[src/cau_pkg.sv]
// shared constants, types and helpers for the complex arithmetic unit
// used by cau_step and complex_arithmetic_unit; no dependencies
package cau_pkg;

    localparam int FRAC_BITS = 16;
    // quotient bits kept per divide part: quotient below 2^34, with one extra fraction bit
    localparam int QBITS     = 34;
    localparam int DIV_SH    = QBITS - 1 - FRAC_BITS;
    localparam int SQ_STEPS  = 32;
    localparam int N_STEPS   = QBITS;
    localparam int SQ_REM_W  = 34;

    localparam logic [64:0] RND_HALF = 65'((65'd1 << FRAC_BITS) >> 1);

    localparam logic [2:0] OP_ADD  = 3'd0;
    localparam logic [2:0] OP_SUB  = 3'd1;
    localparam logic [2:0] OP_MUL  = 3'd2;
    localparam logic [2:0] OP_DIV  = 3'd3;
    localparam logic [2:0] OP_MAG  = 3'd4;

    localparam logic [1:0] ST_OK   = 2'd0;
    localparam logic [1:0] ST_SAT  = 2'd1;
    localparam logic [1:0] ST_DZ   = 2'd2;

    typedef struct packed {
        logic       sat;
        logic [31:0] val;
    } t_clamp;

    // sideband that travels beside the iterative work
    typedef struct packed {
        logic [2:0]  op;
        logic        dzero;
        logic        re_neg;
        logic        im_neg;
        logic        re_ovf;
        logic        im_ovf;
        logic [31:0] early_re;
        logic [31:0] early_im;
        logic [1:0]  early_st;
    } t_side;

    typedef struct packed {
        logic [63:0]          den;
        logic [63:0]          re_rem;
        logic [63:0]          im_rem;
        logic [QBITS-1:0]     re_q;
        logic [QBITS-1:0]     im_q;
        logic [QBITS-1:0]     re_low;
        logic [QBITS-1:0]     im_low;
        logic [63:0]          sq_src;
        logic [SQ_REM_W-1:0]  sq_rem;
        logic [31:0]          sq_root;
    } t_work;

    // clamp a sign and magnitude into 32 signed bits
    function automatic t_clamp clamp_mag(input logic neg, input logic [64:0] q);
        t_clamp c;
        c.sat = 1'b0;
        if (!neg) begin
            if (q > 65'h7FFF_FFFF) begin
                c.sat = 1'b1;
                c.val = 32'h7FFF_FFFF;
            end else begin
                c.val = q[31:0];
            end
        end else begin
            c.sat = (q > 65'h8000_0000);
            if (q >= 65'h8000_0000) begin
                c.val = 32'h8000_0000;
            end else begin
                c.val = 32'(-q[31:0]);
            end
        end
        return c;
    endfunction

endpackage

[src/cau_step.sv]
// one pipeline stage of the iterative datapath: a restoring divide step on
// both parts and, when enabled, one square-root digit; uses cau_pkg
module cau_step import cau_pkg::*; (
    input  logic  i_clk,
    input  logic  i_rst_n,
    input  logic  i_sq_en,
    input  logic  i_valid,
    input  t_side i_side,
    input  t_work i_work,
    output logic  o_valid,
    output t_side o_side,
    output t_work o_work
);

    logic  r_valid;
    t_side r_side;
    t_work r_work;
    t_work n_work;

    logic [64:0]         re_try, im_try;
    logic                re_ge, im_ge;
    logic [SQ_REM_W+1:0] sq_try;
    logic [SQ_REM_W+1:0] sq_t;
    logic                sq_ge;

    always_comb begin
        n_work = i_work;

        re_try = {i_work.re_rem, i_work.re_low[QBITS-1]};
        im_try = {i_work.im_rem, i_work.im_low[QBITS-1]};
        re_ge  = (re_try >= {1'b0, i_work.den});
        im_ge  = (im_try >= {1'b0, i_work.den});
        n_work.re_rem = re_ge ? 64'(re_try - {1'b0, i_work.den}) : re_try[63:0];
        n_work.im_rem = im_ge ? 64'(im_try - {1'b0, i_work.den}) : im_try[63:0];
        n_work.re_q   = {i_work.re_q[QBITS-2:0], re_ge};
        n_work.im_q   = {i_work.im_q[QBITS-2:0], im_ge};
        n_work.re_low = {i_work.re_low[QBITS-2:0], 1'b0};
        n_work.im_low = {i_work.im_low[QBITS-2:0], 1'b0};

        // digit-by-digit root: bring down two bits, try (root << 2) | 1
        sq_try = {i_work.sq_rem, i_work.sq_src[63:62]};
        sq_t   = (SQ_REM_W+2)'({i_work.sq_root, 2'b01});
        sq_ge  = (sq_try >= sq_t);
        if (i_sq_en) begin
            n_work.sq_src  = {i_work.sq_src[61:0], 2'b00};
            n_work.sq_rem  = sq_ge ? SQ_REM_W'(sq_try - sq_t) : SQ_REM_W'(sq_try);
            n_work.sq_root = {i_work.sq_root[30:0], sq_ge};
        end
    end

    always_ff @(posedge i_clk) begin
        if (!i_rst_n) begin
            r_valid <= 1'b0;
        end else begin
            r_valid <= i_valid;
        end
    end

    always_ff @(posedge i_clk) begin
        r_side <= i_side;
        r_work <= n_work;
    end

    assign o_valid = r_valid;
    assign o_side  = r_side;
    assign o_work  = r_work;

endmodule

[config.mk]
export PLATFORM = sky130hd
export DESIGN_NAME = cau_step
export DESIGN_NICKNAME = d
export VERILOG_FILES = /design/src/cau_pkg.sv /design/src/cau_step.sv
export SDC_FILE = /design/constraint.sdc
export NUM_CORES = 1
export LEC_CHECK = 0
export ABC_AREA = 1
export BUFFER_PORTS_ARGS = -buffer_cell sky130_fd_sc_hd__buf_2
export CELL_PAD_IN_SITES_DETAIL_PLACEMENT = 1
export CELL_PAD_IN_SITES_GLOBAL_PLACEMENT = 2
export CORE_AREA = 2 2 414 416
export CTS_CLUSTER_SIZE = 24
export DETAILED_ROUTE_END_ITERATION = 8
export DIE_AREA = 0 0 416 418
export PLACE_DENSITY = 0.58
export SLEW_MARGIN = 20
export SYNTH_ARGS = -nofsm -noshare
export SYNTH_HDL_FRONTEND = slang
export SYNTH_SLANG_ARGS = --single-unit
[constraint.sdc]
create_clock -name i_clk -period 2.65 [get_ports i_clk]
set_input_delay 0.6625 -clock i_clk [delete_from_list [all_inputs] [get_ports i_clk]]
set_output_delay 0.6625 -clock i_clk [all_outputs]
set_load 0.01 [all_outputs]
==> results of run 1 <==
## sequential cells by signal (all words and copies together) (netlist names)
signal,count
o_work,456
o_side,74
o_valid,1
## power by group through the flow
stage          Sequential (mW)  Combinational, mW  Clock [mW]
2_1_floorplan             9.60               3.16           0
3_3_place_gp              9.32               9.02           0
3_5_place_dp              9.31               9.05           0
4_1_cts                   9.15               9.29        10.1
5_1_grt                   9.19               9.92        10.4
6_report                  9.13               9.11        9.77
## cells by family after synthesis
family                   Yosys count
AND/OR/NAND/NOR                 2658
AO/OA/AOI/OAI                    251
other                              1
adder cells (fa/ha/maj)          164
XOR/XNOR                          80
flip-flops                       531
buffers and inverters           1019
## area by class of cell
cell class / count / area, um^2
clock buffer: 97 / 1960
clock inverter: 27 / 347
sequential: 531 / 10600
inverter: 938 / 3520
tap: 2218 / 2780
multi-input combinational: 3155 / 14900
timing repair buffer: 2134 / 14100
antenna: 56 / 140
fill: 21500 / 121000
## synth_stat cells, types with 2 or more instances
cell | count | area (um^2)
sky130_fd_sc_hd__a21oi_1 | 109 | 546
sky130_fd_sc_hd__and2_1 | 4 | 25.0
sky130_fd_sc_hd__and3_1 | 9 | 56.3
sky130_fd_sc_hd__buf_2 | 21 | 105
sky130_fd_sc_hd__buf_4 | 5 | 37.5
sky130_fd_sc_hd__buf_6 | 20 | 225
sky130_fd_sc_hd__clkbuf_1 | 33 | 124
sky130_fd_sc_hd__dfxtp_1 | 531 | 10600
sky130_fd_sc_hd__fa_1 | 2 | 40.0
sky130_fd_sc_hd__ha_1 | 162 | 2030
sky130_fd_sc_hd__inv_1 | 928 | 3480
sky130_fd_sc_hd__inv_2 | 9 | 33.8
sky130_fd_sc_hd__nand2_1 | 1935 | 7260
sky130_fd_sc_hd__nand2_2 | 31 | 194
sky130_fd_sc_hd__nand3_1 | 295 | 1480
sky130_fd_sc_hd__nand3_2 | 2 | 20.0
sky130_fd_sc_hd__nand3b_1 | 24 | 180
sky130_fd_sc_hd__nand4_1 | 29 | 181
sky130_fd_sc_hd__nor2_1 | 252 | 946
sky130_fd_sc_hd__nor2_2 | 19 | 119
sky130_fd_sc_hd__nor2_4 | 3 | 33.8
sky130_fd_sc_hd__nor3_1 | 25 | 125
sky130_fd_sc_hd__nor3_2 | 2 | 20.0
sky130_fd_sc_hd__nor4_1 | 23 | 144
sky130_fd_sc_hd__o21ai_0 | 127 | 636
sky130_fd_sc_hd__o21bai_1 | 9 | 67.6
sky130_fd_sc_hd__or2_2 | 4 | 25.0
sky130_fd_sc_hd__xnor2_1 | 19 | 166
sky130_fd_sc_hd__xor2_1 | 61 | 534
## path summary, 6_finish.rpt
path	startpoint	depth (start not counted)	slack, ps	end
max	i_work[405]	17	20	o_work[350]
min	i_side[8]	1	50	o_side[8]
## placed cells by master, fill, tap and decap left out, drive strengths merged, types with 61 or more instances in the layout
master / n
nand2: 1966
nor2: 274
o21ai: 128
ha: 162
dfxtp: 531
clkbuf: 97
xor2: 61
a21oi: 110
inv: 940
dlygate4sd3: 136
buf: 1998
nand3: 297
## what timing repair did
item	4_1_cts	5_1_grt
hold buffers	136	0
endpoints found under the setup margin	0	8
hold endpoints to repair	136	0
resized for setup	0	3
## per-stage QoR
step	utilization [%]	hold slack [ps]	setup WS, ps
floorplan	-	690	240
global placement	26.3	766	-708
detailed placement	26.3	766	-690
CTS	28.5	0.214	90.4
global route	28.6	9.25	6.90
finish	28.6	53.7	23.6
## worst max-delay path, cell delays in order
cell and delay [ps]:
sky130_fd_sc_hd__buf_2 110, sky130_fd_sc_hd__inv_1 290, sky130_fd_sc_hd__ha_1 350, sky130_fd_sc_hd__buf_4 160, sky130_fd_sc_hd__nand2_1 60, sky130_fd_sc_hd__nand2_1 120
sky130_fd_sc_hd__inv_1 110, sky130_fd_sc_hd__nand2_1 80, sky130_fd_sc_hd__a21oi_1 120, sky130_fd_sc_hd__nand2_1 140, sky130_fd_sc_hd__nand2_1 100, sky130_fd_sc_hd__nand2_1 160
sky130_fd_sc_hd__buf_4 200, sky130_fd_sc_hd__xor2_1 310, sky130_fd_sc_hd__buf_4 180, sky130_fd_sc_hd__nand2_1 50, sky130_fd_sc_hd__nand2_1 80
## layer usage
metal,up-vias,track usage (%)
li1,18400,-
met1,17300,24.4
met2,787,48.2
met3,289,3.85
met4,24,11.9
met5,-,0
==> run summary, run 1 <==
The synthesized netlist devotes 6.99% of its cell area to adder and majority cells. The average cell area after synthesis is 6.28 um^2. The tools report the final routed DRC violation total as 0. The logs give 0 for the leftover overflow at the end of global routing and 9,156 for the number of non-filler instances in the completed layout. The initial antenna violation count is 56, and the length of the first detailed-routing pass in iterations is 5. After routing the design area is 48,400 um^2. The logs give 0.375 mV for the peak supply drop and 4,704 for the gate count after technology mapping. For this run, the number of Yosys warnings is 0.

Summing every instance area after synthesis gives 29,600 um^2. Via count of the first global-routing pass: 39,200. TritonCTS built the clock tree.

The count of endpoints failing hold in the final timing report was 0; the max-slew violation total from the final report was 0. Of the post-synthesis cell area, the part taken by muxes is 0%. Of the total power, the clock network draws 34.9%. The core region is 169,000 um^2. STA classifies the critical path endpoint as a flip-flop. The cell total after placement is 8,840, and the via count of the routed design is 36,800. Setup violations remaining at the end of the flow were counted as 0.

The logs give 0.895 for the routability congestion estimate from global placement and 195 mm for the detailed placer's ending HPWL. The flow ran to the end, and the final reports show no timing, DRC or antenna violations. The type of the worst setup path is in2reg.

For the part of the total power dissipated in sequential elements, the log shows 32.6%. The dominant combinational cell family by area after synthesis was simple AND/OR/NAND/NOR gates. For the met3 wire length, the log shows 7.45 mm.

In the synthesized netlist the dominant register cell turns out to be sky130_fd_sc_hd__dfxtp_1. Counting flops with an async set or reset pin after synthesis yields a share of 0%. Setup repair after global routing left no endpoint under its margin.

Buffers inserted during clock tree synthesis total 69. The detailed router's first-iteration violation count was 1,574. Dividing the final minimum period by the clock period gives 99.1%. Total of max-cap violations: 0. The number of standard-cell rows in the floorplan was 151.

Of the cells placed in the final design, the portion with a size suffix greater than 1 is 31.7%. The internal power of the cells is 18.1 mW, and the clock-pin transition on the worst setup and hold timing paths is 60 ps. The count of nets left with antenna violations once routing finished came out at 0. The run gives 17.5% as the effective utilization at floorplan.

The met1 wire length was 78.9 mm. The final sum of negative setup slack is 0 ps, and the average detailed-routed wire length per instance is 23.8 um. Of the total power, the share spent switching nets is 35.5%. After the last flow step, the layout net total stands at 7,529. Along the worst path, the maximum fanout reaches 3. For this run, the top clock speed supported by timing is 381 MHz.

Headroom to the max-slew limit came out at 51.2%. The type of element launching the critical path is an input pin. From left edge to right edge, the die measures 416 um. The global-route wire length before repair is 296 mm, and the required time at the worst-slack endpoint is 3310 ps.

The power spent charging and discharging nets is 9.95 mW, and the number of clock sinks seen by CTS is 531. Compared with the post-synthesis result, the final layout area differs by 63.6%. The die boundary height came out at 418 um.

Sequential cells were found to cover 36.0% of the synthesized design area. The H-tree generated during clock tree synthesis spans 3 levels. Compound-gate portion of the synthesized area: 4.36%.

During I/O placement, the number of pins put on the boundary was 1,069. The count of buffers added on input and output ports is 1,064. For the pin with the worst max-slew slack, the measured transition is 731 ps. The flip-flop and latch count after synthesis was 531.

The number of setup buffers added after CTS was 0. The shortest period the worst path allows was 2630 ps; the power per cell area was 579 nW/um^2. In this run the clock root is driven by a sky130_fd_sc_hd__clkbuf_16. The tools report the part of the total power dissipated in combinational logic as 32.5%. The routed wire length is 218 mm. The longest clock path from root to sink contains 3 buffers. The tools report the data arrival time of the critical path as 3290 ps. The tools report the global router's overall resource usage as 24.3%. Yosys mapped a number of flops with a built-in enable equal to 0. Of the total synthesized cell area, the portion taken by AND, OR, NAND and NOR gates is 36.6%. In this run the worst hold path is classified as in2reg. Entering global routing, the biggest net connects 111 pins.

Detailed routing placed a total of 120 mm of wire on met2. The xor/xnor share of the synthesized area was 2.37%. The placed instances occupy a cell area of 44,500 um^2. After detailed routing, the number of vias per cell comes to 4.02. The uppermost layer routed is met5. The area of the die came out at 174,000 um^2. After synthesis, the netlist uses 40 different library cells. Leakage power figure: 28.2 nW. The design draws 28.0 mW.
Note: power is estimated with default switching activity, not from simulation.
==> run 2, diff against run 1 <==
clock period = 2.9 ns   (was 2.65 ns; I/O delays follow)
==> run 2 against run 1 <==
Effect of this change:
- design area is 3.4% lower
- core utilization is 0.97 points lower
- power is 9.3% lower
- via count down 2.1%
- worst hold slack better by 47 ps
- clock-buffer cell count grew 3
- die area stayed put
==> run summary, run 2 (same netlist as run 1, synthesis figures left out) <==
The run finished with clean final reports. OpenSTA, run right after detailed placement, puts the worst setup slack at -521 ps. The H-tree generated during clock tree synthesis spans 3 levels. Clock tree synthesis inserted a total of 70 buffers. The critical path starts at i_work[197].

For this design, the sink count on the clock tree is 531. The critical path's most frequent cell is sky130_fd_sc_hd__nand2_1. The tools report the origin of the worst min-delay path as i_work[226].

The global router's overall resource usage was 23.9%; the final routed DRC violation total was 0. Clock-pin slew was measured on the worst setup and hold paths at 60 ps. The part of the power in the clock network is 35.5%, and the area of the die is 174,000 um^2. In this run the static leakage power is 27.4 nW. The number of routed nets with antenna violations was 0. In this design, the largest share of critical-path delay is due to simple AND/OR/NAND/NOR gates. The logs give 7,346 for the net count reported at finish and 3330 ps for the data arrival time of the critical path. The power per cell area came out at 543 nW/um^2. Setup violations remaining at the end of the flow were counted as 0. STA puts the critical path data required time at 3530 ps.

The path class of the tightest hold or removal check is in2reg. For the area of the core, the log shows 169,000 um^2. After global routing the overflow that remains totals 0. For the pin with the worst max-slew slack, the measured transition is 788 ps. The count of buffers from port buffering is 1,064. Relative to the synthesized area, the layout overhead comes to 58.1%. Measured along the x axis, the die boundary spans 416 um. Clock tree synthesis selected as its root buffer the cell sky130_fd_sc_hd__clkbuf_16. Sequential cells account for 32.8% of the total power.

The logs give 46,700 um^2 for the post-route cell area and 0 for the count of endpoints failing hold in the final timing report. At the end of routability-driven placement, the weighted congestion stood at 0.917. STA classifies the critical path endpoint as a flip-flop. The via count of the routed design came out at 36,100. Once the floorplan was initialized, standard cells occupied 17.5% of the core. The largest net degree at the start of global routing is 81. Hold repair after CTS inserted 0 buffers. The number of setup buffers added after CTS is 0. The peak supply drop is 0.392 mV, and the fraction of layout instances using a drive strength above 1 is 31.8%.

The type of the worst setup path was in2reg. In this run the core area contains 151 standard-cell rows. Measured against its own limit, the worst slew margin works out to 47.4%. The logs give 8.93 mW for the power spent charging and discharging nets and 0 for the total of max-cap violations. Dividing the detail-routed wire length by the instance count gives 23.7 um. The top cell types in the final layout, fill and taps aside, are sky130_fd_sc_hd__nand2_1 (1,935), sky130_fd_sc_hd__buf_2 (1,063), sky130_fd_sc_hd__inv_1 (928), sky130_fd_sc_hd__buf_4 (850), sky130_fd_sc_hd__dfxtp_1 (531).

Derived from the worst setup path, the maximum achievable clock frequency is 371 MHz. The die boundary height is 418 um. The fraction of power spent switching nets is 35.2%, and the detailed placer's ending HPWL is 192 mm.

The max-slew violation total from the final report was 0. Leaving out fill and tap cells, the most frequent cell in the layout is sky130_fd_sc_hd__nand2_1. 1,069 I/O pins were placed. Setup repair after global routing left no endpoint under its margin.

For the number of buffers between clock root and the deepest sink, the log shows 3. The register with the most flip-flops in the layout has 456 of them. The logs give 205 ps for the slack of the critical path and 62 for the initial antenna violation count. The run gives 38,000 as the via count of the first global-routing pass. The signal on the critical path passes through buf_2, inv_1, ha_1, fa_1, nor2_1, nand2_1, nand3_1, nand2_1, nand2_1, nand2_1, nand2_1, buf_4, xor2_1, buf_4, nand2_1, nand2_1.

Of all nets on the critical path, the largest fanout is 4. Highest-delay cell along the critical path: sky130_fd_sc_hd__fa_1. The placed instances occupy a cell area of 44,300 um^2. After clock tree synthesis, the repair step resized 0 gates.

Global-route wire length before repair: 289 mm. Adding up every negative setup slack in the final design gives 0 ps. The mean number of vias per cell was 4.02.

The part of the total power dissipated in combinational logic came out at 31.7%. The routed wire length came out at 213 mm. Type of element launching the critical path: an input pin.

For the detailed router's first-iteration violation count, the log shows 1,412. The clock period could shrink to 2700 ps. TritonCTS built the clock tree.

Once layout is complete, the utilization of the core stands at 27.6%. After layout, the worst path uses 92.9% of the clock period. For this run, the slowest stage of the critical path takes 430 ps. The critical path contains buffers and inverters numbering 4 combined.

Cell internal power was estimated by the tool at 16.5 mW. Before antenna repair, the detailed router went through 6 iterations.
-- run 2: changes by cell type in the layout (fill, tap and decap cells not counted), sizes merged --
cell and change:
diode -11, clkinvlp +7, clkinv -11, bufinv +1, clkbuf +3, dlygate4sd3 -136, buf -48
-- run 2: path summary, 6_finish.rpt --
kind,end,cells past startpoint,slack (ps)
worst max-delay path,o_work[352],16,200
worst min-delay path,o_work[227],1,100
-- run 2: area by class of cell --
cell class	instances	area, um^2
diodes	45	113
clock buffers	100	1990
clock inverters	24	360
fillers	21500	122000
inverters	938	3520
multi-input cells	3155	14900
flip-flops and latches	531	10600
well taps	2218	2780
repair buffers	1950	12400
-- run 2: layer usage --
layer,vias to the layer above,track usage [%],routed length [um]
li1,18100,-,-
met5,-,0,209
met2,822,47.3,117000
met3,284,3.56,7430
met1,16900,23.9,77000
met4,32,11.9,11500
-- run 2: stage by stage --
step / instances / total power [mW] / hold slack [ps]
after floorplan: 4705 / 11.7 / 753
final: 8961 / 25.4 / 101
after global routing: 8950 / 26.7 / 67.0
after CTS: 8916 / 25.9 / 25.6
after global placement: 8792 / 16.6 / 828
after detailed placement: 8792 / 16.7 / 829
-- run 2: power groups by stage --
stage / combinational [mW] / sequential, mW / clock, mW
floorplan: 2.89 / 8.78 / 0
finish: 8.05 / 8.34 / 9.00
global placement: 8.14 / 8.50 / 0
global route: 8.80 / 8.38 / 9.55
detailed placement: 8.18 / 8.49 / 0
CTS: 8.23 / 8.35 / 9.32
